===== config.mk =====
export PLATFORM = sky130hd
export DESIGN_NAME = date_offset_by_days_top
export DESIGN_NICKNAME = d
export VERILOG_FILES = /design/src/hdl/dobd_pkg.sv /design/src/hdl/date_offset_by_days_top.sv /design/src/hdl/dobd_ctrl.sv /design/src/hdl/dobd_dp.sv
export VERILOG_INCLUDE_DIRS = /design/src /design/src/hdl
export SDC_FILE = /design/constraint.sdc
export NUM_CORES = 1
export LEC_CHECK = 0
export BUFFER_PORTS_ARGS = -buffer_cell sky130_fd_sc_hd__buf_4
export CAP_MARGIN = 20
export CORE_MARGIN = 10
export CORE_UTILIZATION = 30
export CTS_CLUSTER_DIAMETER = 150
export DETAILED_ROUTE_END_ITERATION = 8
export PLACE_DENSITY = 0.58
export SYNTH_ARGS = -nofsm -noshare
export SYNTH_HDL_FRONTEND = slang
export SYNTH_HIERARCHICAL = 1
export SYNTH_SLANG_ARGS = --single-unit

===== constraint.sdc =====
create_clock -name clk_i -period 4.4 [get_ports clk_i]
set_input_delay 0.88 -clock clk_i [delete_from_list [all_inputs] [get_ports clk_i]]
set_output_delay 0.88 -clock clk_i [all_outputs]
set_load 0.02 [all_outputs]

===== src/hdl/assert_macros.svh =====
// Assertion helpers, clocked on clk_i and disabled while rst_ni is low.
`ifndef ASSERT_MACROS_SVH
`define ASSERT_MACROS_SVH

// Implication checked at every rising edge out of reset.
`define DOBD_ASSERT(lbl, prop, msg) \
  lbl: assert property (@(posedge clk_i) disable iff (!rst_ni) (prop)) else $error(msg);

// Condition that must never hold out of reset.
`define DOBD_NEVER(lbl, cond, msg) \
  lbl: assert property (@(posedge clk_i) disable iff (!rst_ni) !(cond)) else $error(msg);

`endif


===== src/hdl/dobd_pkg.sv =====
package dobd_pkg;

  // Width of the day counter that is honored
  localparam int COUNT_WIDTH = 16;
  localparam int CNT_IN_W    = 16;
  localparam int REM_W       = (COUNT_WIDTH < CNT_IN_W) ? COUNT_WIDTH : CNT_IN_W;

  localparam logic [13:0] YEAR_MAX = 14'd9999;
  localparam logic [3:0]  MONTH_JAN = 4'd1;
  localparam logic [3:0]  MONTH_DEC = 4'd12;

  // Reciprocal of 400 for year / 400 on 14-bit years
  localparam logic [12:0] RECIP_400 = 13'd5243;
  localparam int          RECIP_SH  = 21;
  localparam logic [8:0]  R400_LAST = 9'd399;

  // Controller to datapath commands
  typedef struct packed {
    logic load;  // capture an input word
    logic mul;   // year times reciprocal
    logic rmod;  // year mod 400
    logic chk;   // validate start date
    logic step;  // one month per cycle
  } cmd_t;

  // Datapath to controller status
  typedef struct packed {
    logic finish;  // count used up or error raised
  } sts_t;

  // Leap year from year mod 400 (low two bits equal those of the year)
  function automatic logic is_leap(input logic [8:0] r400);
    logic res;
    res = (r400[1:0] == 2'd0) && (r400 != 9'd100) && (r400 != 9'd200) &&
          (r400 != 9'd300);
    return res;
  endfunction

  // Month length, zero for month codes outside 1 to 12
  function automatic logic [4:0] days_in(input logic [3:0] month, input logic leap);
    logic [4:0] len;
    case (month)
      4'd1, 4'd3, 4'd5, 4'd7, 4'd8, 4'd10, 4'd12: len = 5'd31;
      4'd4, 4'd6, 4'd9, 4'd11:                    len = 5'd30;
      4'd2:                                       len = leap ? 5'd29 : 5'd28;
      default:                                    len = 5'd0;
    endcase
    return len;
  endfunction

endpackage


===== src/hdl/date_offset_by_days_top.sv =====
// Gregorian date offset by a day count.
// Input stream: one word per request carrying start day, month, year and a
// day count in tdata, and the direction (0 add, 1 subtract) in tuser.
// Output stream: one word per request with the resulting day, month and year
// in tdata and the error flag in tuser. On error the start date comes back.
// Sequence: after the accepting edge come the setup steps (reciprocal
// multiply, year mod 400, date check), then the loop steps (a month
// boundary crossed or the final partial month), then a step that sees the
// loop done and registers m_axis_tvalid high.
// One request is worked on at a time; s_axis_tready is high only while idle,
// so a new word is taken in the cycle after the result is taken at the earliest.
// When the receiver stalls, the result stays on the output until taken and
// no new request is accepted. Reset returns the block to idle with
// m_axis_tvalid low; s_axis_tready is low during reset and rises in the cycle
// after it is released.
`include "assert_macros.svh"

module date_offset_by_days_top (
  input  logic        clk_i,
  input  logic        rst_ni,
  input  logic        s_axis_tvalid,
  output logic        s_axis_tready,
  // [4:0] start_day, [8:5] start_month, [22:9] start_year,
  // [38:23] day_count, [39] zero
  input  logic [39:0] s_axis_tdata,
  // [0] operation
  input  logic [0:0]  s_axis_tuser,
  output logic        m_axis_tvalid,
  input  logic        m_axis_tready,
  // [4:0] result_day, [8:5] result_month, [22:9] result_year, [23] zero
  output logic [23:0] m_axis_tdata,
  // [0] error_flag
  output logic [0:0]  m_axis_tuser
);

  dobd_pkg::cmd_t cmd;
  dobd_pkg::sts_t sts;
  logic [4:0]     result_day;
  logic [3:0]     result_month;
  logic [13:0]    result_year;
  logic           error_flag;
  logic           in_fire;
  logic           month_ok;

  dobd_ctrl u_ctrl (
    .clk_i      (clk_i),
    .rst_ni     (rst_ni),
    .s_tvalid_i (s_axis_tvalid),
    .m_tready_i (m_axis_tready),
    .sts_i      (sts),
    .s_tready_o (s_axis_tready),
    .m_tvalid_o (m_axis_tvalid),
    .cmd_o      (cmd)
  );

  dobd_dp u_dp (
    .clk_i          (clk_i),
    .rst_ni         (rst_ni),
    .cmd_i          (cmd),
    .start_day_i    (s_axis_tdata[4:0]),
    .start_month_i  (s_axis_tdata[8:5]),
    .start_year_i   (s_axis_tdata[22:9]),
    .day_count_i    (s_axis_tdata[38:23]),
    .operation_i    (s_axis_tuser[0]),
    .sts_o          (sts),
    .result_day_o   (result_day),
    .result_month_o (result_month),
    .result_year_o  (result_year),
    .error_flag_o   (error_flag)
  );

  assign m_axis_tdata = {1'b0, result_year, result_month, result_day};
  assign m_axis_tuser = error_flag;

  // Check helpers
  assign in_fire  = s_axis_tvalid && s_axis_tready;
  assign month_ok = (result_month >= dobd_pkg::MONTH_JAN) &&
                    (result_month <= dobd_pkg::MONTH_DEC);

  // Checks
  `DOBD_NEVER(a_one_side, s_axis_tready && m_axis_tvalid, "ready while result pending")
  `DOBD_ASSERT(a_busy_after_accept, in_fire |=> !s_axis_tready, "ready after accept")
  `DOBD_ASSERT(a_month_range, (m_axis_tvalid && !error_flag) |-> month_ok, "bad result month")

endmodule


===== src/hdl/dobd_ctrl.sv =====
module dobd_ctrl (
  input  logic           clk_i,
  input  logic           rst_ni,
  input  logic           s_tvalid_i,
  input  logic           m_tready_i,
  input  dobd_pkg::sts_t sts_i,
  output logic           s_tready_o,
  output logic           m_tvalid_o,
  output dobd_pkg::cmd_t cmd_o
);

  typedef enum logic [2:0] {
    ST_IDLE,
    ST_MUL,
    ST_MOD,
    ST_CHK,
    ST_STEP,
    ST_OUT
  } state_e;

  state_e state_q;
  logic   s_tready_q;
  logic   m_tvalid_q;
  logic   accept;

  assign accept = s_tvalid_i && s_tready_q;

  // Sequencer: load, multiply and mod setup, check, month steps, hand off
  always_ff @(posedge clk_i or negedge rst_ni) begin
    if (!rst_ni) begin
      state_q    <= ST_IDLE;
      s_tready_q <= 1'b0;
      m_tvalid_q <= 1'b0;
    end else begin
      unique case (state_q)
        ST_IDLE: begin
          if (accept) begin
            state_q    <= ST_MUL;
            s_tready_q <= 1'b0;
          end else begin
            s_tready_q <= 1'b1;
          end
        end
        ST_MUL: state_q <= ST_MOD;
        ST_MOD: state_q <= ST_CHK;
        ST_CHK: state_q <= ST_STEP;
        ST_STEP: begin
          if (sts_i.finish) begin
            state_q    <= ST_OUT;
            m_tvalid_q <= 1'b1;
          end
        end
        ST_OUT: begin
          if (m_tready_i) begin
            state_q    <= ST_IDLE;
            m_tvalid_q <= 1'b0;
            s_tready_q <= 1'b1;
          end
        end
        default: state_q <= ST_IDLE;
      endcase
    end
  end

  // Command decode
  always_comb begin
    cmd_o      = '0;
    cmd_o.load = accept;
    cmd_o.mul  = (state_q == ST_MUL);
    cmd_o.rmod = (state_q == ST_MOD);
    cmd_o.chk  = (state_q == ST_CHK);
    cmd_o.step = (state_q == ST_STEP);
  end

  assign s_tready_o = s_tready_q;
  assign m_tvalid_o = m_tvalid_q;

endmodule


===== src/hdl/dobd_dp.sv =====
module dobd_dp (
  input  logic                       clk_i,
  input  logic                       rst_ni,
  input  dobd_pkg::cmd_t             cmd_i,
  input  logic [4:0]                 start_day_i,
  input  logic [3:0]                 start_month_i,
  input  logic [13:0]                start_year_i,
  input  logic [dobd_pkg::CNT_IN_W-1:0] day_count_i,
  input  logic                       operation_i,
  output dobd_pkg::sts_t             sts_o,
  output logic [4:0]                 result_day_o,
  output logic [3:0]                 result_month_o,
  output logic [13:0]                result_year_o,
  output logic                       error_flag_o
);

  logic [4:0]  d_q, d_d, d0_q;
  logic [3:0]  m_q, m_d, m0_q;
  logic [13:0] y_q, y_d, y0_q;
  logic [8:0]  r400_q, r400_d;
  logic [dobd_pkg::REM_W-1:0] rem_q, rem_d;
  logic        sub_q;
  logic        err_q, err_d;
  logic [26:0] prod_q;

  logic        leap;
  logic [4:0]  dim;
  logic [4:0]  left;
  logic [4:0]  prev_len;
  logic [5:0]  quot;
  logic [13:0] r400_full;
  logic        finish;

  assign leap      = dobd_pkg::is_leap(r400_q);
  assign dim       = dobd_pkg::days_in(m_q, leap);
  assign left      = dim - d_q;
  assign prev_len  = dobd_pkg::days_in(m_q - 4'd1, leap);
  assign quot      = prod_q[dobd_pkg::RECIP_SH +: 6];
  assign r400_full = y_q - (14'(quot) * 14'd400);
  assign finish    = (rem_q == '0) || err_q;

  // Control flag: error
  always_ff @(posedge clk_i or negedge rst_ni) begin
    if (!rst_ni) begin
      err_q <= 1'b0;
    end else begin
      err_q <= err_d;
    end
  end

  // Next-state datapath
  always_comb begin
    d_d    = d_q;
    m_d    = m_q;
    y_d    = y_q;
    r400_d = r400_q;
    rem_d  = rem_q;
    err_d  = err_q;
    if (cmd_i.load) begin
      d_d   = start_day_i;
      m_d   = start_month_i;
      y_d   = start_year_i;
      rem_d = day_count_i[dobd_pkg::REM_W-1:0];
      err_d = 1'b0;
    end else if (cmd_i.rmod) begin
      r400_d = r400_full[8:0];
    end else if (cmd_i.chk) begin
      if ((m_q < dobd_pkg::MONTH_JAN) || (m_q > dobd_pkg::MONTH_DEC) ||
          (y_q > dobd_pkg::YEAR_MAX) || (d_q == 5'd0) || (d_q > dim)) begin
        err_d = 1'b1;
      end
    end else if (cmd_i.step && !finish) begin
      if (!sub_q) begin
        // forward: finish in this month or roll to the next
        if (rem_q <= dobd_pkg::REM_W'(left)) begin
          d_d   = d_q + rem_q[4:0];
          rem_d = '0;
        end else begin
          rem_d = rem_q - dobd_pkg::REM_W'({1'b0, left} + 6'd1);
          d_d   = 5'd1;
          if (m_q == dobd_pkg::MONTH_DEC) begin
            m_d = dobd_pkg::MONTH_JAN;
            if (y_q == dobd_pkg::YEAR_MAX) begin
              err_d = 1'b1;
              d_d   = d0_q;
              m_d   = m0_q;
              y_d   = y0_q;
            end else begin
              y_d    = y_q + 14'd1;
              r400_d = (r400_q == dobd_pkg::R400_LAST) ? 9'd0 : r400_q + 9'd1;
            end
          end else begin
            m_d = m_q + 4'd1;
          end
        end
      end else begin
        // backward: finish in this month or drop to the last day of the previous
        if (rem_q < dobd_pkg::REM_W'(d_q)) begin
          d_d   = d_q - rem_q[4:0];
          rem_d = '0;
        end else begin
          rem_d = rem_q - dobd_pkg::REM_W'(d_q);
          if (m_q == dobd_pkg::MONTH_JAN) begin
            m_d = dobd_pkg::MONTH_DEC;
            d_d = 5'd31;
            if (y_q == 14'd0) begin
              err_d = 1'b1;
              d_d   = d0_q;
              m_d   = m0_q;
              y_d   = y0_q;
            end else begin
              y_d    = y_q - 14'd1;
              r400_d = (r400_q == 9'd0) ? dobd_pkg::R400_LAST : r400_q - 9'd1;
            end
          end else begin
            m_d = m_q - 4'd1;
            d_d = prev_len;
          end
        end
      end
    end
  end

  // Payload registers
  always_ff @(posedge clk_i) begin
    d_q    <= d_d;
    m_q    <= m_d;
    y_q    <= y_d;
    r400_q <= r400_d;
    rem_q  <= rem_d;
    if (cmd_i.load) begin
      d0_q  <= start_day_i;
      m0_q  <= start_month_i;
      y0_q  <= start_year_i;
      sub_q <= operation_i;
    end
    if (cmd_i.mul) begin
      prod_q <= 27'(y_q) * 27'(dobd_pkg::RECIP_400);
    end
  end

  assign sts_o.finish   = finish;
  assign result_day_o   = d_q;
  assign result_month_o = m_q;
  assign result_year_o  = y_q;
  assign error_flag_o   = err_q;

endmodule

==> flow_summary.yaml, run 1 <==
routing:
  viasPerCell: 5.10
  drt_pass1_iterations: 6
  postRouteWirelength_um: 32500
  dr_total_vias: 9260
  antenna_left: 0
  1st_iter_drt_viols: 678
  route.detailed.drc: 0
  drt-wirelength-per-cell_um: 17.9
synth:
  post_synth_fa_ha_maj_area_fraction: 0.317
  synth_register_bits: 83
  synth_seq_area_share: 0.231
  synth.cell_area_sq_um: 10700
  synth_simple_gate_area_frac: 0.144
  async_reset_ff_frac: 0.0723
  synth.distinct_cells: 89
  netlist_instances: 1155
  synth-warning-count: 6
  largest_family_of_logic_cells_by_synthesized_area: "adder cells"
  ys.flop_type: "edfxtp_1"
  yosys-mux-area-fraction: 0.00387
  share_of_the_synthesized_area_in_compound_gates_ao_oa_aoi_oai: 0.159
  synth_edf_count: 77
  synth_xor_xnor_area_share: 0.0656
  syn-num-nets: 1430
  avgSynthCellArea_sq_um: 9.24
timing:
  timing_worst_slew_pin_value_ns: 0.877
  period_share: 1.01
  grt_setup_unrepaired: "yes"
  tns_ns: -0.453
  fin_worst_hold_slack_ns: 0.324
  clock-skew-final_ns: 0.0101
  timing.final.crit_period_ns: 4.46
  slew_headroom: 0.413
  finalSetupViolations: 12
  final_critical_path_setup_slack_ns: -0.0619
  final-hold-violation-count: 0
  report.final.slew_viol_count: 0
  clock.fmax_mhz: 224
critical_path:
  worstReg2RegStart: "u_dp/result_year_o[7]"
  critical_path_peak_fanout: 6
  worstSetupEndpointType: "flop"
  cp.arrival_ns: 4.55
  cp-startpoint: "u_dp/result_year_o[7]"
  worst_ep_required_time_ns: 4.49
  worst-setup-path-type: "reg -> reg"
  worstSetupStartpointType: "flop"
  worst_r2r_path_depth: 16
job:
  cap_viol_max_count: 0
worst_hold_path:
  hold_path_class: "in -> async"
finish:
  area_growth_syn_to_layout_pct: 27.8
  finish.net_count: 1626
  fillers: 3498
  postLayoutCoreUtil: 0.386
  layout_cell_share_with_drive_strength_beyond_1: 0.253
  antenna-diode-count: 0
floorplanning:
  starting_density: 0.302
  die_ar_sq_um: 43500
  die_width_um: 209
  core_area_sq_um: 35300
  pin_count: 72
  count_of_standard_cell_rows: 69
  die_h_um: 209
clock_tree:
  cts-root-buf: "clkbuf_16"
  clk_path_buf_depth: 2
  cts.htree.levels: 3
  clkSlewWorstSetupHoldPaths_ns: 0.07
  clock_tree_from_tritoncts: "yes"
  cts_made_buffers: 9
  clock_insertion_delay_worst_skew_ns: 0.35
  hold_buffers: 0
  clkSinkCount: 83
global_routing:
  globalRouteOverflowTotal: 0
  global_route.usage.total: 0.145
  grt_antenna_before_repair: 0
  via_count_of_the_first_global_routing_pass: 9504
  grt_start_max_net_pins: 40
  grt_pass1_wl_um: 51700
place:
  gp_congestion: 0.875
  worst_slack_after_detailed_placement_ns: -0.197
  io_buffer_count: 69
  dp_hpwl_um: 25400
status:
  violations_in_the_final_reports: "setup timing"
  outcome: "finished, violations left"
## synthesized netlist by cell type (3+ instances only)
library cell,number,share of area
or3_1,11,0.0064
o21bai_1,3,0.0021
nor3b_1,3,0.0021
nor3_1,19,0.0089
mux2i_1,3,0.0028
nand4_1,18,0.011
nand2b_1,9,0.0053
nand3_1,39,0.018
nand4b_1,5,0.0041
xor2_1,23,0.019
o22ai_1,4,0.0023
inv_1,153,0.054
a211oi_1,17,0.012
a21boi_0,3,0.0021
o221ai_1,14,0.011
nand2_1,80,0.028
and3_1,5,0.0029
o21a_1,6,0.0042
a21oi_1,66,0.031
o31ai_1,7,0.0049
a31oi_1,8,0.0047
xnor2_1,57,0.047
a22oi_1,12,0.0084
and4_1,4,0.0033
clkbuf_1,32,0.011
clkbuf_8,3,0.0039
buf_4,4,0.0028
a221o_1,3,0.0028
nor2b_1,5,0.0029
o32ai_1,3,0.0025
fa_1,68,0.13
o211ai_1,13,0.0091
nor2_1,64,0.023
dfrtp_1,6,0.014
ha_1,162,0.19
buf_6,5,0.0053
edfxtp_1,77,0.22
o21ai_0,61,0.029
a21o_1,8,0.0056
nor4_1,6,0.0035
or4_1,4,0.0028
## worst max-delay path, stage by stage (launching register included)
cell	delay, ns
edfxtp_1	0.39
buf_6	0.16
buf_6	0.12
fa_1	0.48
ha_2	0.17
inv_2	0.04
fa_1	0.52
inv_1	0.05
fa_1	0.49
fa_1	0.45
ha_4	0.34
nand4_1	0.09
o211ai_1	0.27
a211oi_2	0.09
o211ai_1	0.26
a21oi_2	0.10
xnor2_1	0.15
## timing repair
item / in CTS / in global routing
setup endpoints to repair: 38 / 54
gates cloned: 1 / 0
buffers inserted: 7 / 13
pin swaps: 17 / 47
resized for setup: 27 / 74
## per-stage QoR
step	std cells	instance area, sq um
final	1817	13600
after global routing	1817	13600
after CTS	1804	13200
after detailed placement	1780	12700
after global placement	1780	12700
after floorplan	1155	10700
## flip-flops by register name (all words and copies together) (netlist names), 3 cells and up
register and cells:
u_dp/y0_q 14, u_dp/result_year_o 14, u_dp/rem_q 16, u_dp/result_month_o 4, u_dp/r400_q 9, u_dp/result_day_o 5
u_dp/d0_q 5, u_dp/prod_q 5, u_dp/m0_q 4, u_ctrl/state_q 3
## area by class of cell
type / instances / area [sq um] / area share
tap: 461 / 577 / 0.0423
clock inverter: 2 / 16.3 / 0.00119
inverter: 155 / 584 / 0.0428
clock buffer: 14 / 287 / 0.0210
multi-input combinational: 871 / 7920 / 0.581
timing repair buffer: 231 / 1800 / 0.132
sequential: 83 / 2460 / 0.181
## cell families after synthesis
logic type / Yosys count
simple gates: 297
flops: 83
xor+xnor: 80
mux: 4
compound gates: 258
fa+ha+maj: 230
other cells: 1
buf+inv: 202
## routing by layer
metal  up-vias  global-route usage  part of all wire
li1       4464                   -                 -
met5         -                   0                 0
met2       216               0.246              0.49
met4         0              0.0265             0.011
met3        17              0.0216             0.042
met1      4563               0.192              0.45
## layout by cell type, fill, tap and decap left out, types with 5 or more instances in the layout
cell type and count:
buf_6 13, o211ai_1 13, nand2b_1 9, ha_1 145
xnor2_1 57, inv_2 6, nand2_1 74, a21o_1 8
o21ai_0 52, edfxtp_1 77, o31ai_1 6, a21oi_2 10
nand4_1 18, a21oi_1 55, o221ai_1 13, fa_1 65
buf_4 217, nand4b_1 5, xor2_1 21, inv_1 146
and3_1 5, a211oi_1 12, o21ai_1 10, nand3_1 33
nor3_1 18, dfrtp_1 6, a31oi_1 8, clkbuf_16 11
nor2_2 5, nor4_1 5, o21a_1 6, ha_4 16
a211oi_2 7, or3_1 10, nor2_1 60, nand2_2 5
a22oi_1 12
## path summary, 6_finish.rpt
check	end	slack [ns]
worst max-delay path	u_dp/prod_q[25]	-0.06
max in group asynchronous	u_dp/error_flag_o	3.96
worst min register to register	u_ctrl/s_tready_o	0.55
worst max register to register	u_dp/prod_q[25]	-0.06
min in group clk_i	u_ctrl/s_tready_o	0.55
worst min-delay path	u_ctrl/s_tready_o	0.32
Power of run 1 is left out: the tool's default activity adds up to more than one toggle a clock period on the data nets, which glitch-free logic cannot reach.
==> run 2, diff against run 1 <==
--- a/config.mk
+++ b/config.mk
@@ -12,6 +12,7 @@
 export CORE_UTILIZATION = 30
 export CTS_CLUSTER_DIAMETER = 150
 export DETAILED_ROUTE_END_ITERATION = 8
+export GPL_TIMING_DRIVEN = 0
 export PLACE_DENSITY = 0.58
 export SYNTH_ARGS = -nofsm -noshare
 export SYNTH_HDL_FRONTEND = slang
==> run 2 against run 1 <==
  * The run still ends with setup timing left
  * First-iteration DRC count decreased by 3.8%
  * Sequential share of layout area grew 0.56 points
  * Worst setup slack worse by 0.18 ns
  * Count of clock-buffer cells in the layout decreased by 5
==> flow_summary.yaml, run 2 (synthesis gave the netlist of run 1 again) <==
finish:
  largest_register_ffs: 16
  max_flop_register: "u_dp/rem_q"
  layout_cell_share_with_drive_strength_beyond_1: 0.212
  area_growth_syn_to_layout_pct: 23.9
  finish.net_count: 1579
  layout.cells.most_common_list: "146 x inv_1, 144 x ha_1, 142 x buf_4"
  final_common_cell: "inv_1"
global_routing:
  m3_gr_usage: 0.0201
  via_count_of_the_first_global_routing_pass: 9125
  grt_start_max_net_pins: 29
  grt_pass1_wl_um: 51800
  globalRouteMet1Util: 0.197
  grt_util_met2: 0.247
  globalRouteOverflowTotal: 0
  global_route.usage.total: 0.148
  grt_antenna_before_repair: 1
  global_route.peak_usage_layer: "met2"
critical_path:
  cpPeakStageDelay_ns: 0.54
  worst-setup-path-type: "reg -> reg"
  worstSetupStartpointType: "flop"
  cpLargestDelayFamily: "adder cells"
  worstSetupEndpointType: "flop"
  crit_slowest_cell: "fa_1"
  worstReg2RegStart: "u_dp/result_year_o[7]"
  cp-startpoint: "u_dp/result_year_o[7]"
  cp.arrival_ns: 4.73
  worst_ep_required_time_ns: 4.48
  critical_path.most_common_cell: "inv_1"
  timing.critical_path.cells: "buf_12, ha_1, inv_1, fa_1, fa_1, inv_1, ha_1, inv_1, fa_1, inv_1, ha_1, a21oi_1, o211ai_1, a211oi_2, o211ai_1, a21oi_2, xnor2_2"
  critical_path_peak_fanout: 4
  critical_path_buf_inv_count: 5
clock_tree:
  hold_buffers: 0
  cts.htree.levels: 3
  cts_made_buffers: 9
  clk_path_buf_depth: 2
  clkSinkCount: 83
  clock_tree_from_tritoncts: "yes"
  clock_insertion_delay_worst_skew_ns: 0.35
  cts-root-buf: "clkbuf_16"
  clkSlewWorstSetupHoldPaths_ns: 0.07
timing:
  period_share: 1.06
  tns_ns: -1.26
  final_critical_path_setup_slack_ns: -0.245
  grt_setup_unrepaired: "yes"
  timing.final.crit_period_ns: 4.64
  clock.fmax_mhz: 215
  final-hold-violation-count: 0
  clock-skew-final_ns: 0.00881
  finalSetupViolations: 14
  slew_headroom: 0.255
  timing_worst_slew_pin_value_ns: 1.10
  report.final.slew_viol_count: 0
routing:
  drt-wirelength-per-cell_um: 18.8
  1st_iter_drt_viols: 652
  postRouteWirelength_um: 33300
  drt_pass1_iterations: 5
  route.detailed.drc: 0
  antenna_left: 0
  viasPerCell: 5.21
  dr_total_vias: 9222
floorplanning:
  pin_count: 72
  core_area_sq_um: 35300
  die_ar_sq_um: 43500
  starting_density: 0.302
  die_h_um: 209
  count_of_standard_cell_rows: 69
  die_width_um: 209
place:
  worst_slack_after_detailed_placement_ns: -0.709
  gp_congestion: 0.901
  dp_hpwl_um: 25200
  io_buffer_count: 69
status:
  violations_in_the_final_reports: "setup timing"
  outcome: "finished, violations left"
job:
  cap_viol_max_count: 0
worst_hold_path:
  hold_path_class: "in -> async"
[run 2: final timing paths]
kind                                endpoint  slack [ns]  cells past startpoint
setup / recovery             u_dp/prod_q[25]       -0.24                     17
hold / removal             u_ctrl/s_tready_o        0.32                      1
setup reg to reg             u_dp/prod_q[25]       -0.24                     17
hold reg to reg            u_ctrl/m_tvalid_o        0.54                      2
max in group asynchronous  u_ctrl/state_q[2]        3.96                      1
min in group clk_i         u_ctrl/m_tvalid_o        0.54                      2
[run 2: area by class of cell]
cell class	instances	area, sq um
fill	3561	22100
multi-input combinational	871	7900
sequential	83	2460
timing repair buffer	147	1190
inverter	155	582
tap	461	577
buffer	37	235
clock buffer	9	225
clock inverter	7	53.8
antenna	1	2.50
[run 2: per-stage QoR]
stage / instance area [sq um] / hold slack, ns / util / instances
final: 13200 / 0.323 / 0.375 / 1771
after global routing: 13200 / 0.317 / 0.375 / 1770
after CTS: 12800 / 0.318 / 0.363 / 1751
after detailed placement: 11900 / 0.530 / 0.336 / 1686
after global placement: 11800 / 0.526 / 0.335 / 1685
after floorplan: 10700 / 0.542 / - / 1155
[run 2: repair_timing]
item                       4_1_cts  5_1_grt
cloned                           0        2
setup buffers                   57       19
setup endpoints to repair       54       52
pin swaps                       34       34
resized for setup               50       44
[run 2: metal layers]
metal / share of wire / routed length [um]
met2: 0.48 / 16000
met4: 0.017 / 567
met5: 0 / 0
met3: 0.057 / 1880
met1: 0.44 / 14800
Power of run 2 is left out for the same reason.
